$ cat src/design/hrt_pkg.sv
// ----------------------------------------------------------------------------
// hrt_pkg
// shared types, phase codes and character constants for the request
// header tokenizer
// ----------------------------------------------------------------------------
`default_nettype none

package hrt_pkg;

  // parse phases
  localparam logic [3:0] PH_METHOD   = 4'd0;
  localparam logic [3:0] PH_PATH     = 4'd1;
  localparam logic [3:0] PH_QUERY    = 4'd2;
  localparam logic [3:0] PH_VERSION  = 4'd3;
  localparam logic [3:0] PH_LINE_LF  = 4'd4;
  localparam logic [3:0] PH_LINE_BEG = 4'd5;
  localparam logic [3:0] PH_HNAME    = 4'd6;
  localparam logic [3:0] PH_SKIP     = 4'd7;
  localparam logic [3:0] PH_HVAL     = 4'd8;
  localparam logic [3:0] PH_BLANK    = 4'd9;
  localparam logic [3:0] PH_DISCARD  = 4'd10;

  // token kinds
  localparam logic [2:0] KIND_NONE   = 3'd0;
  localparam logic [2:0] KIND_METHOD = 3'd1;
  localparam logic [2:0] KIND_PATH   = 3'd2;
  localparam logic [2:0] KIND_QKEY   = 3'd3;
  localparam logic [2:0] KIND_QVAL   = 3'd4;
  localparam logic [2:0] KIND_HNAME  = 3'd5;
  localparam logic [2:0] KIND_HVAL   = 3'd6;

  // status codes
  localparam logic [1:0] STATUS_BUSY = 2'd0;
  localparam logic [1:0] STATUS_DONE = 2'd1;
  localparam logic [1:0] STATUS_BAD  = 2'd2;

  // characters
  localparam logic [7:0] CH_CR    = 8'h0D;
  localparam logic [7:0] CH_LF    = 8'h0A;
  localparam logic [7:0] CH_SP    = 8'h20;
  localparam logic [7:0] CH_QM    = 8'h3F;
  localparam logic [7:0] CH_AMP   = 8'h26;
  localparam logic [7:0] CH_EQ    = 8'h3D;
  localparam logic [7:0] CH_COLON = 8'h3A;

  localparam logic [3:0] VERSION_LEN = 4'd8;
  localparam logic [2:0] TERM_DONE   = 3'd4;

  typedef struct packed {
    logic [3:0] phase;
    logic [2:0] term_cnt;
    logic [3:0] ver_idx;
    logic       ver_bad;
    logic       path_seen;
    logic       query_eq;
  } hrt_state_t;

  typedef struct packed {
    logic [7:0] out_byte;
    logic [2:0] token_kind;
    logic       token_end;
    logic       pair_keep;
    logic [1:0] status;
  } hrt_result_t;

  localparam hrt_state_t STATE_RESET = '{
    phase: PH_METHOD, term_cnt: 3'd0, ver_idx: 4'd0,
    ver_bad: 1'b0, path_seen: 1'b0, query_eq: 1'b0
  };

  // expected version string, one character per index
  function automatic logic [7:0] version_char(input logic [2:0] idx);
    logic [7:0] ch;
    unique case (idx)
      3'd0:    ch = 8'h48; // H
      3'd1:    ch = 8'h54; // T
      3'd2:    ch = 8'h54; // T
      3'd3:    ch = 8'h50; // P
      3'd4:    ch = 8'h2F; // /
      3'd5:    ch = 8'h31; // 1
      3'd6:    ch = 8'h2E; // .
      default: ch = 8'h31; // 1
    endcase
    return ch;
  endfunction

endpackage

`default_nettype wire

$ cat src/design/hrt_if.sv
// ----------------------------------------------------------------------------
// hrt_if
// valid/ready channels for request bytes and for token results
// ----------------------------------------------------------------------------
`default_nettype none

interface hrt_byte_if;
  logic       valid;
  logic       ready;
  logic [7:0] data_byte;

  modport source (output valid, output data_byte, input ready);
  modport sink   (input valid, input data_byte, output ready);
endinterface

interface hrt_tok_if;
  logic       valid;
  logic       ready;
  logic [7:0] out_byte;
  logic [2:0] token_kind;
  logic       token_end;
  logic       pair_keep;
  logic [1:0] status;

  modport source (output valid, output out_byte, output token_kind,
                  output token_end, output pair_keep, output status, input ready);
  modport sink   (input valid, input out_byte, input token_kind,
                  input token_end, input pair_keep, input status, output ready);
endinterface

`default_nettype wire

$ cat src/design/hrt_step.sv
// ----------------------------------------------------------------------------
// hrt_step
// per-byte parse logic: next state and result for one request byte
// ----------------------------------------------------------------------------
`default_nettype none

module hrt_step (
  input  wire hrt_pkg::hrt_state_t  state,
  input  wire logic [7:0]           data_byte,
  output hrt_pkg::hrt_state_t       state_next,
  output hrt_pkg::hrt_result_t      result
);

  logic [2:0] tc_next;
  logic       ver_hit;

  // cr-lf-cr-lf counter: cr expected on even counts, lf on odd
  always_comb begin
    if (!state.term_cnt[0]) begin
      tc_next = (data_byte == hrt_pkg::CH_CR) ? state.term_cnt + 3'd1 : 3'd0;
    end else begin
      tc_next = (data_byte == hrt_pkg::CH_LF) ? state.term_cnt + 3'd1 : 3'd0;
    end
  end

  assign ver_hit = (state.ver_idx < hrt_pkg::VERSION_LEN) &&
                   (data_byte == hrt_pkg::version_char(state.ver_idx[2:0]));

  always_comb begin
    state_next = state;
    state_next.term_cnt = tc_next;
    result = '0;
    if (tc_next >= hrt_pkg::TERM_DONE) begin
      if (state.phase == hrt_pkg::PH_BLANK) begin
        result.status = hrt_pkg::STATUS_DONE;
      end else if (state.phase < hrt_pkg::PH_BLANK) begin
        result.status = hrt_pkg::STATUS_BAD;
      end
      state_next = hrt_pkg::STATE_RESET;
    end else begin
      unique case (state.phase)
        hrt_pkg::PH_METHOD: begin
          result.token_kind = hrt_pkg::KIND_METHOD;
          if (data_byte == hrt_pkg::CH_SP) begin
            result.token_end     = 1'b1;
            state_next.phase     = hrt_pkg::PH_PATH;
            state_next.path_seen = 1'b0;
          end else begin
            result.out_byte = data_byte;
          end
        end
        hrt_pkg::PH_PATH: begin
          if (data_byte == hrt_pkg::CH_SP) begin
            if (!state.path_seen) begin
              result.status    = hrt_pkg::STATUS_BAD;
              state_next.phase = hrt_pkg::PH_DISCARD;
            end else begin
              result.token_kind  = hrt_pkg::KIND_PATH;
              result.token_end   = 1'b1;
              state_next.phase   = hrt_pkg::PH_VERSION;
              state_next.ver_idx = 4'd0;
              state_next.ver_bad = 1'b0;
            end
          end else if (data_byte == hrt_pkg::CH_QM) begin
            state_next.path_seen = 1'b1;
            result.token_kind    = hrt_pkg::KIND_PATH;
            result.token_end     = 1'b1;
            state_next.phase     = hrt_pkg::PH_QUERY;
            state_next.query_eq  = 1'b0;
          end else begin
            state_next.path_seen = 1'b1;
            result.token_kind    = hrt_pkg::KIND_PATH;
            result.out_byte      = data_byte;
          end
        end
        hrt_pkg::PH_QUERY: begin
          if (!state.query_eq) begin
            result.token_kind = hrt_pkg::KIND_QKEY;
            if (data_byte == hrt_pkg::CH_EQ) begin
              result.token_end    = 1'b1;
              result.pair_keep    = 1'b1;
              state_next.query_eq = 1'b1;
            end else if (data_byte == hrt_pkg::CH_AMP) begin
              result.token_end = 1'b1;
            end else if (data_byte == hrt_pkg::CH_SP) begin
              result.token_end   = 1'b1;
              state_next.phase   = hrt_pkg::PH_VERSION;
              state_next.ver_idx = 4'd0;
              state_next.ver_bad = 1'b0;
            end else begin
              result.out_byte = data_byte;
            end
          end else begin
            result.token_kind = hrt_pkg::KIND_QVAL;
            if (data_byte == hrt_pkg::CH_AMP) begin
              result.token_end    = 1'b1;
              state_next.query_eq = 1'b0;
            end else if (data_byte == hrt_pkg::CH_SP) begin
              result.token_end    = 1'b1;
              state_next.query_eq = 1'b0;
              state_next.phase    = hrt_pkg::PH_VERSION;
              state_next.ver_idx  = 4'd0;
              state_next.ver_bad  = 1'b0;
            end else begin
              result.out_byte = data_byte;
            end
          end
        end
        hrt_pkg::PH_VERSION: begin
          if (data_byte == hrt_pkg::CH_CR) begin
            if (state.ver_bad || state.ver_idx != hrt_pkg::VERSION_LEN) begin
              result.status    = hrt_pkg::STATUS_BAD;
              state_next.phase = hrt_pkg::PH_DISCARD;
            end else begin
              state_next.phase = hrt_pkg::PH_LINE_LF;
            end
          end else if (ver_hit) begin
            state_next.ver_idx = state.ver_idx + 4'd1;
          end else begin
            state_next.ver_bad = 1'b1;
          end
        end
        hrt_pkg::PH_LINE_LF: begin
          state_next.phase = hrt_pkg::PH_LINE_BEG;
        end
        hrt_pkg::PH_LINE_BEG: begin
          if (data_byte == hrt_pkg::CH_CR) begin
            state_next.phase = hrt_pkg::PH_BLANK;
          end else if (data_byte == hrt_pkg::CH_COLON) begin
            result.token_kind = hrt_pkg::KIND_HNAME;
            result.token_end  = 1'b1;
            state_next.phase  = hrt_pkg::PH_SKIP;
          end else begin
            result.token_kind = hrt_pkg::KIND_HNAME;
            result.out_byte   = data_byte;
            state_next.phase  = hrt_pkg::PH_HNAME;
          end
        end
        hrt_pkg::PH_HNAME: begin
          if (data_byte == hrt_pkg::CH_COLON) begin
            result.token_kind = hrt_pkg::KIND_HNAME;
            result.token_end  = 1'b1;
            state_next.phase  = hrt_pkg::PH_SKIP;
          end else if (data_byte == hrt_pkg::CH_CR) begin
            result.status    = hrt_pkg::STATUS_BAD;
            state_next.phase = hrt_pkg::PH_DISCARD;
          end else begin
            result.token_kind = hrt_pkg::KIND_HNAME;
            result.out_byte   = data_byte;
          end
        end
        hrt_pkg::PH_SKIP: begin
          state_next.phase = hrt_pkg::PH_HVAL;
        end
        hrt_pkg::PH_HVAL: begin
          result.token_kind = hrt_pkg::KIND_HVAL;
          if (data_byte == hrt_pkg::CH_CR) begin
            result.token_end = 1'b1;
            state_next.phase = hrt_pkg::PH_LINE_LF;
          end else begin
            result.out_byte = data_byte;
          end
        end
        hrt_pkg::PH_BLANK: begin
          // cr at line start not followed by lf
          result.status    = hrt_pkg::STATUS_BAD;
          state_next.phase = hrt_pkg::PH_DISCARD;
        end
        default: begin
          state_next.phase = hrt_pkg::PH_DISCARD;
        end
      endcase
    end
  end

endmodule

`default_nettype wire

$ cat src/design/http_request_header_tokenizer.sv
// ----------------------------------------------------------------------------
// http_request_header_tokenizer
// streams tagged token bytes, token ends and a final status from request bytes
// ----------------------------------------------------------------------------
// usage:
//   req carries one request byte per transaction; tok carries exactly one
//   result per byte (token byte, token end marker, status, or all zero).
//   a byte is captured into an input register, then parsed by the per-byte
//   logic and written into the result register, which drives tok, once that
//   register is empty or tok takes the result it holds. throughput is one
//   byte per cycle while tok does not stall; the loop that sets it is the
//   parse state register, updated in the same cycle as the result register.
//   the input register keeps taking bytes while a result waits, as long as
//   the byte in the input register can move on; when tok stalls and both
//   registers are full, req.ready drops until tok takes the waiting result.
//   synchronous reset (rst) empties both registers and returns the parser
//   to the method phase with all counters cleared.
//   after status 1 or 2 at the header end the parser is back in the method
//   phase for the next request.
// ----------------------------------------------------------------------------
`default_nettype none

module http_request_header_tokenizer (
  input  wire logic   clk,
  input  wire logic   rst,
  hrt_byte_if.sink    req,
  hrt_tok_if.source   tok
);

  logic                 in_valid;
  logic [7:0]           in_byte;
  logic                 res_valid;
  hrt_pkg::hrt_result_t res;
  hrt_pkg::hrt_state_t  state;
  hrt_pkg::hrt_state_t  state_next;
  hrt_pkg::hrt_result_t step_res;
  logic                 advance;

  assign advance   = in_valid && (!res_valid || tok.ready);
  assign req.ready = !in_valid || advance;

  always_ff @(posedge clk) begin
    if (rst) begin
      in_valid <= 1'b0;
    end else if (req.ready) begin
      in_valid <= req.valid;
    end
  end

  always_ff @(posedge clk) begin
    if (req.ready && req.valid) begin
      in_byte <= req.data_byte;
    end
  end

  hrt_step u_step (
    .state      (state),
    .data_byte  (in_byte),
    .state_next (state_next),
    .result     (step_res)
  );

  always_ff @(posedge clk) begin
    if (rst) begin
      state     <= hrt_pkg::STATE_RESET;
      res_valid <= 1'b0;
    end else begin
      if (advance) begin
        state     <= state_next;
        res_valid <= 1'b1;
      end else if (tok.ready) begin
        res_valid <= 1'b0;
      end
    end
  end

  always_ff @(posedge clk) begin
    if (advance) begin
      res <= step_res;
    end
  end

  assign tok.valid      = res_valid;
  assign tok.out_byte   = res.out_byte;
  assign tok.token_kind = res.token_kind;
  assign tok.token_end  = res.token_end;
  assign tok.pair_keep  = res.pair_keep;
  assign tok.status     = res.status;

  // a status result never carries a token
  a_status_no_token: assert property (@(posedge clk) disable iff (rst)
    res_valid && res.status != hrt_pkg::STATUS_BUSY |-> res.token_kind == hrt_pkg::KIND_NONE)
    else $error("status result carries a token kind");

  // keep flag only on a query key end
  a_keep_on_key_end: assert property (@(posedge clk) disable iff (rst)
    res_valid && res.pair_keep |->
      res.token_end && res.token_kind == hrt_pkg::KIND_QKEY)
    else $error("pair_keep outside a query key end");

  // end marker carries no byte
  a_end_no_byte: assert property (@(posedge clk) disable iff (rst)
    res_valid && res.token_end |-> res.out_byte == 8'd0)
    else $error("token end with nonzero byte");

  // a completed header leaves the parser in the method phase with counters clear
  a_done_restarts: assert property (@(posedge clk) disable iff (rst)
    advance && step_res.status == hrt_pkg::STATUS_DONE |=>
      state.phase == hrt_pkg::PH_METHOD && state.term_cnt == 3'd0)
    else $error("parser not restarted after header end");

endmodule

`default_nettype wire

$ cat src/flat_wrapper.sv
// flat-port wrapper written by rule: the top's interface ports become plain ports
module http_request_header_tokenizer_flat 
  (clk, rst, req_valid, req_data_byte, req_ready, tok_valid, tok_out_byte, tok_token_kind, tok_token_end, tok_pair_keep, tok_status, tok_ready);
  hrt_byte_if req_i ();
  hrt_tok_if tok_i ();
  input  wire logic clk;
  input  wire logic rst;
  input wire logic [$bits(req_i.valid)-1:0] req_valid;
  input wire logic [$bits(req_i.data_byte)-1:0] req_data_byte;
  output wire logic [$bits(req_i.ready)-1:0] req_ready;
  output wire logic [$bits(tok_i.valid)-1:0] tok_valid;
  output wire logic [$bits(tok_i.out_byte)-1:0] tok_out_byte;
  output wire logic [$bits(tok_i.token_kind)-1:0] tok_token_kind;
  output wire logic [$bits(tok_i.token_end)-1:0] tok_token_end;
  output wire logic [$bits(tok_i.pair_keep)-1:0] tok_pair_keep;
  output wire logic [$bits(tok_i.status)-1:0] tok_status;
  input wire logic [$bits(tok_i.ready)-1:0] tok_ready;
  assign req_i.valid = req_valid;
  assign req_i.data_byte = req_data_byte;
  assign req_ready = req_i.ready;
  assign tok_valid = tok_i.valid;
  assign tok_out_byte = tok_i.out_byte;
  assign tok_token_kind = tok_i.token_kind;
  assign tok_token_end = tok_i.token_end;
  assign tok_pair_keep = tok_i.pair_keep;
  assign tok_status = tok_i.status;
  assign tok_i.ready = tok_ready;
  http_request_header_tokenizer u_core (.clk(clk), .rst(rst), .req(req_i), .tok(tok_i));
endmodule
$ cat config.mk
export PLATFORM = sky130hd
export DESIGN_NAME = http_request_header_tokenizer_flat
export DESIGN_NICKNAME = d
export VERILOG_FILES = /design/src/design/hrt_pkg.sv /design/src/design/hrt_if.sv /design/src/design/hrt_step.sv /design/src/design/http_request_header_tokenizer.sv /design/src/flat_wrapper.sv
export SDC_FILE = /design/constraint.sdc
export NUM_CORES = 1
export LEC_CHECK = 0
export BUFFER_PORTS_ARGS = -buffer_cell sky130_fd_sc_hd__buf_2
export CAP_MARGIN = 20
export CORE_UTILIZATION = 38
export DETAILED_ROUTE_END_ITERATION = 8
export GPL_TIMING_DRIVEN = 1
export SYNTH_ARGS = -nofsm -noshare
export SYNTH_HDL_FRONTEND = slang
export SYNTH_SLANG_ARGS = --single-unit
$ cat constraint.sdc
create_clock -name clk -period 3 [get_ports clk]
set_clock_uncertainty 0.2 [all_clocks]
set_input_delay 0.45 -clock clk [delete_from_list [all_inputs] [get_ports clk]]
set_output_delay 0.45 -clock clk [all_outputs]
set_load 0.05 [all_outputs]
==> results.txt <==
status -> complete, no violations
Antenna Nets Post-Route -> 0
register share of total power -> 48.5%
endpoints failing setup -> 0
Critical Path Fanout Max -> 10
CTS buffer count -> 5
drt first pass iters -> 4
Primary FF master, synth -> edfxtp_1
area occupied by multi-input gates -> 1470 um^2
reg2reg setup slack -> 260 ps
max cap viols -> 0
Critical Path Source Type -> flip-flop
row count -> 30
final worst slack -> 255 ps
NumNets Final -> 339
reg2reg path depth -> 9
ANT cells -> 0
final core occ -> 44.1%
top cell type by total area after synthesis -> edfxtp_1
CTS tree -> done
Residual DRC -> 0
power per cell area -> 415 nW/um^2
reg2reg start -> u_core.state[5]$_SDFFE_PP0P_
synthesized netlist cell count -> 297
die height -> 85.8 um
Pint -> 0.948 mW
most common cell in the synthesized netlist -> nor2_1
clock tree buffer depth -> 2
Worst Tran Pin Value -> 697 ps
static leakage -> 1.08 nW
via/cell ratio -> 5.70
Psw -> 0.295 mW
Worst-Skew Late Latency -> 300 ps
final hold slack -> 124 ps
final WL -> 6.77 mm
GPL Wtd Cong -> 0.900
post-synth top area share -> 25.9%
CP max stage delay -> 520 ps
Die ar. -> 7370 um^2
Crit Path Class -> reg2reg
largest net degree at the start of global routing -> 21
total track usage -> 19.3%
Synth Register Bits -> 39
synth cell count leaders -> nor2_1 (29), a21oi_1 (26), edfxtp_1 (23), nand2_1 (23), o21ai_0 (20)
Final Hold Fails -> 0
Worst setup EP type -> flip-flop
Routed WL per cell -> 16.2 um
Sw Share -> 23.7%
vias post-DR -> 2384
Peak VDD IR -> 227 uV
Placed Cells -> 410
root buffer selected by CTS -> clkbuf_8
RSZ-0062 raised after global routing -> false
HP Start -> req_data_byte[7]
Top Family by Delay on Critical Path -> simple AND/OR/NAND/NOR gates
total core area -> 6790 um^2
Worst-path clk slew -> 80 ps
post-DP HPWL -> 4.83 mm
depth of the CTS H-tree -> 2
Crit path buffers/inverters -> 2
fin. max-slew vios -> 0
Yosys Warn Count -> 0
Area contributors post-synth -> edfxtp_1 (26%), dfxtp_1 (12%), a21oi_1 (4.9%), nor2_1 (4.1%), o21ai_0 (3.7%)
port bufs -> 28
Worst R2R End -> u_core.state[5]$_SDFFE_PP0P_
EDFF count, synth -> 23
f_max -> 364 MHz
vias in the first global route -> 2219
CTS Hold Buffers Added -> 0
Slowest-stage cell, CP -> dfxtp_1
post_cts resized -> 0
mapped cell area -> 2670 um^2
Final Cycle Share -> 91.5%
Area Overhead vs Synth -> 12.0%
CP arrival -> 2770 ps
setup TNS -> 0 ps
Max transition margin -> 53.4%
GRT Residual Overflow -> 0
Logic pwr share -> 8.3%
pre-CTS setup slack -> 337 ps
I/O Pins -> 29
Avg Cell Area, Syn -> 8.99 um^2
Cell variety after synth -> 67
non-filler cells, final -> 418
DRT iter0 DRCs -> 177
Initial Util -> 39.3%
first-pass GRT wire length -> 11.2 mm
worst hold path endpoint -> u_core.in_byte[7]$_DFFE_PP_
Worst Hold Depth -> 1
Seq/Total Area, Yosys -> 37.8%
fraction of registers with async set/reset -> 0%
Final Critical Period -> 2740 ps
worst hold path type -> in2reg
Die W -> 85.8 um
post-CTS setup repair buffer count -> 0
Register Area -> 1010 um^2
initial antenna violation count -> 0
syn_nets -> 315
Filler Cells Inserted -> 675
share of cells above drive strength 1 -> 18.0%
clock network power share -> 43.2%
CTS Sinks -> 39
Required @ worst endpoint -> 3030 ps
CP Cell Sequence -> inv_1 > ha_1 > nor4_1 > nand3_1 > o21ai_0 > a211oi_1 > buf_4 > nor4_4 > mux2i_1
cells by family after synthesis:
logic type / count (synthesis) / synth area share (%)
AOI/OAI and AO/OA: 91 / 22.7
xor gates and xnor gates: 8 / 2.62
adders and majority gates: 6 / 2.81
buffers and inverters: 31 / 6.98
DFF: 39 / 37.8
muxes: 5 / 1.87
and+or+nand+nor: 117 / 25.2
cells in the final DEF, fill, tap and decap left out, types with 3 or more instances in the layout:
cell type / netlist / final
dfxtp_1: 16 / 16
buf_2: 3 / 28
nor2_1: 29 / 29
a22oi_1: 3 / 3
nor2b_1: 3 / 3
nand3_1: 6 / 6
nand2_1: 23 / 23
ha_1: 6 / 6
a31oi_1: 5 / 5
o21ai_1: 3 / 3
xor2_1: 4 / 4
a21oi_1: 26 / 26
and2_1: 8 / 8
and3_1: 7 / 7
edfxtp_1: 23 / 23
clkbuf_8: 3 / 5
nand2b_1: 4 / 4
inv_1: 9 / 9
mux2i_1: 5 / 5
xnor2_1: 4 / 4
nor4_1: 7 / 7
buf_4: 2 / 10
or4_1: 3 / 3
or2_2: 3 / 3
a211oi_1: 4 / 4
nor3_1: 6 / 6
o21ai_0: 20 / 20
how the worst max path moves through the flow:
stage	startpoint	end	slack (ps)	cells after the start
after detailed placement	u_core.state[5]$_SDFFE_PP0P_	u_core.state[3]$_SDFFE_PP0P_	340	9
after global placement	u_core.in_byte[4]$_DFFE_PP_	u_core.state[3]$_SDFFE_PP0P_	360	6
after floorplan	u_core.tok.valid$_SDFFE_PP0P_	u_core.state[4]$_SDFFE_PP0P_	640	7
final	u_core.state[5]$_SDFFE_PP0P_	u_core.state[5]$_SDFFE_PP0P_	260	9
after global routing	u_core.state[5]$_SDFFE_PP0P_	u_core.state[5]$_SDFFE_PP0P_	70	9
after CTS	u_core.state[5]$_SDFFE_PP0P_	u_core.state[3]$_SDFFE_PP0P_	290	9
area by class of cell:
class	instances	share of cell area, %
repair buffers	38	7.19
well taps	96	4.01
inverters	10	1.25
multi-input cells	227	49.2
flip-flops and latches	39	33.8
clock buffers	5	2.30
clock inverters	3	2.22
through the flow:
step	power [mW]	cell area, um^2
after floorplan	0.689	2670
after global placement	0.716	2860
after detailed placement	0.718	2860
after CTS	1.25	2990
after global routing	1.28	2990
final	1.24	2990
routing by layer:
layer  vias to the layer above  GRT usage, %  routed length [um]
li1                       1164             -                   -
met1                      1110          26.5                3250
met3                        14          3.95                 437
met4                         0          7.58                 176
met2                        96          29.9                2900
met5                         -             0                   0
worst reg2reg max path, cell delays in order, from the launching register on:
cell      delay, ps
dfxtp_1         520
inv_1           160
ha_1            280
nor4_1          400
nand3_1         130
o21ai_0         110
a211oi_1        110
buf_4           180
nor4_4          360
mux2i_1         230
registers in the layout (all words and copies together) (netlist names):
name	count
u_core.in_byte	8
u_core.state	14
u_core.tok.status	2
u_core.tok.token_end	1
u_core.in_valid	1
u_core.tok.pair_keep	1
u_core.tok.out_byte	8
u_core.tok.valid	1
u_core.tok.token_kind	3
power groups by stage:
stage          Sequential [mW]  Clock (mW)  Combinational [mW]
2_1_floorplan            0.635           0              0.0544
3_3_place_gp             0.614           0               0.103
3_5_place_dp             0.614           0               0.103
4_1_cts                  0.602       0.543               0.104
5_1_grt                  0.605       0.562               0.112
6_report                 0.602       0.537               0.104
(Power assumes the default switching activity.)
